File: src/hw/rtl/kmc_pkg.sv
// ----------------------------------------------------------------------------
// kmc_pkg - shared definitions for the 1-D k-means centroid unit
// Sizes, register indexes and the controller/datapath interface structs.
// ----------------------------------------------------------------------------
package kmc_pkg;

   localparam int CLUSTERS    = 2;
   localparam int STORE_DEPTH = 4096;

   localparam int ADDR_W  = $clog2(STORE_DEPTH);
   localparam int CNT_W   = $clog2(STORE_DEPTH + 1);
   localparam int SAMP_W  = 32;
   localparam int SUM_W   = SAMP_W + CNT_W;
   localparam int DIST_W  = SAMP_W + 1;
   localparam int J_W     = (CLUSTERS > 1) ? $clog2(CLUSTERS) : 1;
   localparam int IDX_W   = 3;
   localparam int LIMIT_W = 10;
   localparam int TOL_W   = 16;
   localparam int DIV_CNT_W = $clog2(SUM_W + 1);

   localparam int CSR_IDX_W  = 1;
   localparam int CSR_DATA_W = 16;
   localparam int REQ_DATA_W = 32;
   localparam int RSP_DATA_W = 40;

   localparam logic [CSR_IDX_W-1:0] CSR_ITER_LIMIT = 1'b0;
   localparam logic [CSR_IDX_W-1:0] CSR_MOVE_TOL   = 1'b1;

   localparam logic [LIMIT_W-1:0] LIMIT_RESET = 10'd100;

   // commands from the controller
   typedef struct packed {
      logic           load;
      logic           clear_set;
      logic           div_start;
      logic           div_init;
      logic           init_wr;
      logic           pass_clr;
      logic           scan_rd;
      logic           upd_wr;
      logic           out_load;
      logic           out_last;
      logic [J_W-1:0] jidx;
   } ctrl_cmd_type;

   // status back from the datapath
   typedef struct packed {
      logic scan_done;
      logic pipe_empty;
      logic div_done;
      logic cnt_zero;
      logic changed;
      logic rsp_free;
   } dp_stat_type;

endpackage

File: src/hw/rtl/kmc_ctrl.sv
// ----------------------------------------------------------------------------
// kmc_ctrl - sequencing controller
// Loads samples, spreads initial centroids, runs the assign/update passes
// and emits the centroids.
// ----------------------------------------------------------------------------
module kmc_ctrl (
   input  logic                             clock,
   input  logic                             reset,
   input  logic                             req_tvalid,
   input  logic                             req_tlast,
   output logic                             req_tready,
   input  logic [kmc_pkg::LIMIT_W-1:0]      limit,
   input  kmc_pkg::dp_stat_type             stat,
   output kmc_pkg::ctrl_cmd_type            cmd
);
   import kmc_pkg::*;

   typedef enum logic [3:0] {
      ST_LOAD, ST_INIT_DIV, ST_INIT_WAIT, ST_CHECK, ST_SCAN, ST_DRAIN,
      ST_UPD, ST_UPD_WAIT, ST_PASS_END, ST_OUT
   } state_type;

   state_type          state_ff;
   logic [J_W-1:0]     j_ff;
   logic [LIMIT_W-1:0] pass_ff;
   logic               j_last;
   logic               accept;

   assign j_last     = j_ff == J_W'(CLUSTERS - 1);
   assign req_tready = state_ff == ST_LOAD;
   assign accept     = req_tvalid && req_tready;

   // command decode
   always_comb begin
      cmd           = '0;
      cmd.jidx      = j_ff;
      cmd.out_last  = j_last;
      cmd.load      = accept;
      unique case (state_ff)
         ST_INIT_DIV: begin
            cmd.div_start = 1'b1;
            cmd.div_init  = 1'b1;
         end
         ST_INIT_WAIT: begin
            cmd.div_init = 1'b1;
            cmd.init_wr  = stat.div_done;
         end
         ST_CHECK:    cmd.pass_clr  = pass_ff < limit;
         ST_SCAN:     cmd.scan_rd   = !stat.scan_done;
         ST_UPD:      cmd.div_start = !stat.cnt_zero;
         ST_UPD_WAIT: cmd.upd_wr    = stat.div_done;
         ST_OUT: begin
            cmd.out_load  = stat.rsp_free;
            cmd.clear_set = stat.rsp_free && j_last;
         end
         default: ;
      endcase
   end

   // state, centroid index and pass counter
   always_ff @(posedge clock) begin
      if (reset) begin
         state_ff <= ST_LOAD;
         j_ff     <= '0;
         pass_ff  <= '0;
      end else begin
         unique case (state_ff)
            ST_LOAD: begin
               if (accept && req_tlast) begin
                  j_ff     <= '0;
                  state_ff <= ST_INIT_DIV;
               end
            end
            ST_INIT_DIV: state_ff <= ST_INIT_WAIT;
            ST_INIT_WAIT: begin
               if (stat.div_done) begin
                  if (j_last) begin
                     state_ff <= ST_CHECK;
                  end else begin
                     j_ff     <= j_ff + 1'b1;
                     state_ff <= ST_INIT_DIV;
                  end
               end
            end
            ST_CHECK: begin
               j_ff <= '0;
               if (pass_ff < limit) state_ff <= ST_SCAN;
               else                 state_ff <= ST_OUT;
            end
            ST_SCAN: begin
               if (stat.scan_done) state_ff <= ST_DRAIN;
            end
            ST_DRAIN: begin
               if (stat.pipe_empty) state_ff <= ST_UPD;
            end
            ST_UPD: begin
               if (!stat.cnt_zero) begin
                  state_ff <= ST_UPD_WAIT;
               end else if (j_last) begin
                  state_ff <= ST_PASS_END;
               end else begin
                  j_ff <= j_ff + 1'b1;
               end
            end
            ST_UPD_WAIT: begin
               if (stat.div_done) begin
                  if (j_last) begin
                     state_ff <= ST_PASS_END;
                  end else begin
                     j_ff     <= j_ff + 1'b1;
                     state_ff <= ST_UPD;
                  end
               end
            end
            ST_PASS_END: begin
               pass_ff <= pass_ff + 1'b1;
               j_ff    <= '0;
               if (stat.changed) state_ff <= ST_CHECK;
               else              state_ff <= ST_OUT;
            end
            ST_OUT: begin
               if (stat.rsp_free) begin
                  if (j_last) begin
                     j_ff     <= '0;
                     pass_ff  <= '0;
                     state_ff <= ST_LOAD;
                  end else begin
                     j_ff <= j_ff + 1'b1;
                  end
               end
            end
            default: state_ff <= ST_LOAD;
         endcase
      end
   end

endmodule

File: config.mk
export PLATFORM = sky130hd
export DESIGN_NAME = kmc_ctrl
export DESIGN_NICKNAME = d
export VERILOG_FILES = /design/src/hw/rtl/kmc_pkg.sv /design/src/hw/rtl/kmc_ctrl.sv
export SDC_FILE = /design/constraint.sdc
export NUM_CORES = 1
export LEC_CHECK = 0
export ABC_CLOCK_PERIOD_IN_PS = 1600
export BUFFER_PORTS_ARGS = -buffer_cell sky130_fd_sc_hd__buf_2
export CAP_MARGIN = 30
export CORE_AREA = 2 2 46 70
export CTS_BUF_LIST = sky130_fd_sc_hd__clkbuf_2 sky130_fd_sc_hd__clkbuf_4 sky130_fd_sc_hd__clkbuf_8
export DETAILED_ROUTE_END_ITERATION = 8
export DIE_AREA = 0 0 48 72
export PLACE_DENSITY_LB_ADDON = 0.12
export RECOVER_POWER = 50
export SLEW_MARGIN = 20
export SYNTH_ARGS = -nofsm -noshare
export SYNTH_HDL_FRONTEND = slang
export SYNTH_SLANG_ARGS = --single-unit
File: constraint.sdc
create_clock -name clock -period 1.6 [get_ports clock]
set_input_delay 0.24 -clock clock [delete_from_list [all_inputs] [get_ports clock]]
set_output_delay 0.24 -clock clock [all_outputs]
set_load 0.02 [all_outputs]
==> metrics.txt <==
status finished with violations; violated checks setup timing; Yosys reg bits 15; Finished Core Util 82.3%; core box area 0.00285 mm2; Leakage 1.03 nW; total CTS buffers 3; Hold/Removal Path Class input port to flop; final WL 5120 um; Layout area overhead 71.3%; Multi-input gate area 0.00116 mm2; Arr. time, crit path 1.67 ns; largest fanout on the critical path 2; critical path endpoint category primary output; Worst path slowest cell dfxtp_1; Syn Nets 204; max_slew headroom 66.0%; Final Setup Violations 10; share of cells above drive strength 1 59.7%; Max-Cap Viols 0; cells along the critical path ha_1, a21o_1, a311oi_2, and3_4, buf_6; worst skew pair latency 0.26 ns; DRT iter0 DRCs 53; H-tree levels 1; initial core utilization 48.1%; global placer's final weighted congestion 0.843; Worst-Margin Slew 0.505 ns; Synth cell types 51; CTS root buffer clkbuf_8; antenna violation net count after detailed routing 0; crit path buf inv count 1; CTS tree done; highest clock rate 0.523 GHz; vias in the first global route 1600; Post-synth EDFFs 0; Syn Std Cell Area 0.00137 mm2; largest net degree at the start of global routing 14; share of flip-flops with an asynchronous set or reset 0%; Nets 289; gr ovfl total 0; synthesized area per cell 7.88 um2; PwrDens 997 mW/mm2; setup TNS -1.03 ns; dpl ws -0.269 ns; IO Count 32; hpwl dp 3230 um; fin crit period 1.91 ns; worst setup margin -0.313 ns; switching share of power 40.9%; Bufs on Longest Clock Path 2; final slew viol count 0; die height 72 um; Main synth FF type dfxtp_1; post-cts hold buffer count 0; Worst-path clk slew 0.07 ns; commonest non-fill, non-tap cell in the layout buf_4; drt via density 5.76; Int Pwr 0.00138 W; Setup Crit Path Kind flop to primary output; sequential share of power 21.3%; fill cell count 182; Antenna Cells 0; Switch Pwr 0.000958 W; register area 323 um2; critical path's top delay family compound AO/OA/AOI/OAI gates; max incr delay on CP 0.32 ns; most frequent cells in the layout buf_4, buf_2, nor2_1, inv_1, buf_6; RSZ-0062 raised after global routing true; element type at the critical path start flop; Clock Skews 0.00326 ns; initial antenna violation count 0; TritonRoute pass-1 iters 4; I/O Buffers 31; DR WL/cell 17.2 um; count of final hold-check violations 0; period utilisation layout 120%; combinational power share 63.8%; YS warnings 0; Synth Instances 174; total track usage 26.9%; via count 1711; DRC 0; Critical Path RT 1.36 ns; Rows 24; global-route wire length before repair 6800 um; post-synthesis sequential area ratio 21.9%; Clock power frac 14.9%; die area 0.00346 mm2; # clock sinks 15; Peak VDD IR 0.000567 V; Die X 48 um
cell usage after synthesis, types with 2 or more instances:
cell	count	area, um2
nand2b_1	6	37.5
xnor2_1	3	26.3
ha_1	10	125
o22ai_2	2	25.0
a21oi_1	6	30.0
and4_1	3	26.3
nand3b_1	3	22.5
nor3_1	5	25.0
a211oi_1	3	22.5
a31oi_1	4	25.0
nand3_1	4	20.0
nand4_1	3	18.8
inv_1	13	48.8
buf_4	3	22.5
and2_1	2	12.5
buf_2	7	35.0
o21ai_1	2	10.0
a311oi_1	3	26.3
nor2_1	18	67.6
xor2_1	6	52.6
nand2_1	10	37.5
o21ai_0	5	25.0
o31a_1	2	17.5
nor3b_1	2	15.0
clkbuf_1	2	7.51
dfxtp_1	15	300
nor2b_1	3	18.8
and3_1	4	25.0
o21ba_2	2	20.0
buf_6	2	22.5
worst paths after layout:
check	startpoint	end	slack, ns	cells after the start
worst min register to register	pass_ff[0]$_SDFFE_PP0P_	pass_ff[0]$_SDFFE_PP0P_	0.55	1
worst min-delay path	reset	state_ff[0]$_SDFFE_PP0P_	0.30	3
worst max register to register	state_ff[3]$_SDFFE_PP0P_	state_ff[3]$_SDFFE_PP0P_	-0.11	6
worst max-delay path	pass_ff[1]$_SDFFE_PP0P_	cmd[5]	-0.31	5
cells by family after synthesis:
kind of cell               Yosys count  synth area share [%]
and+or+nand+nor                     70                  27.8
xor gates and xnor gates             9                  5.75
adders and majority gates           10                  9.12
buffers and inverters               27                  9.95
AOI/OAI and AO/OA                   42                  24.6
DFF                                 15                  21.9
muxes                                1                 0.821
timing repair:
action | CTS | global route
buffers inserted | 7 | 14
endpoints found under the setup margin | 24 | 15
pin swaps | 13 | 20
resized for setup | 38 | 41
cloned | 1 | 0
area by class of cell:
| cell class | instances | share of cell area, % |
|---|---|---|
| Sequential cell | 15 | 13.7 |
| Timing Repair Buffer | 94 | 30.4 |
| Multi-Input combinational cell | 132 | 49.6 |
| Clock buffer | 4 | 2.08 |
| Inverter | 13 | 2.08 |
| Tap cell | 39 | 2.08 |
tightest hold or removal path: cells and delay by family:
kind,cells,cell delay [ns]
compound gates,1,0.04
buf+inv,2,0.24
power groups by stage:
stage	Clock, W	Combinational (W)	Sequential (W)
3_3_place_gp	0	0.00108	0.000487
4_1_cts	0.000341	0.00120	0.000486
5_1_grt	0.000357	0.00159	0.000499
3_5_place_dp	0	0.00110	0.000485
6_report	0.000348	0.00150	0.000499
2_1_floorplan	0	0.000783	0.000432
layer usage:
| layer | part of all wire [%] | track usage (%) |
|---|---|---|
| met1 | 35 | 25.0 |
| met2 | 57 | 51.3 |
| met3 | 3.0 | 3.98 |
| met4 | 4.5 | 13.5 |
| met5 | 0 | 0 |
state kept, by name (all words and copies together), names as in the netlist:
register  cells
state_ff      4
pass_ff      10
j_ff          1
per-stage QoR:
| stage | total power, W | hold slack, ns | cells | area, um2 |
|---|---|---|---|---|
| after floorplan | 0.00122 | 0.312 | 174 | 1440 |
| after global placement | 0.00156 | 0.489 | 273 | 1870 |
| after detailed placement | 0.00158 | 0.509 | 273 | 1870 |
| after CTS | 0.00203 | 0.287 | 284 | 2100 |
| after global routing | 0.00245 | 0.306 | 297 | 2350 |
| final | 0.00234 | 0.298 | 297 | 2350 |
Power figures use the tool's default switching activity.
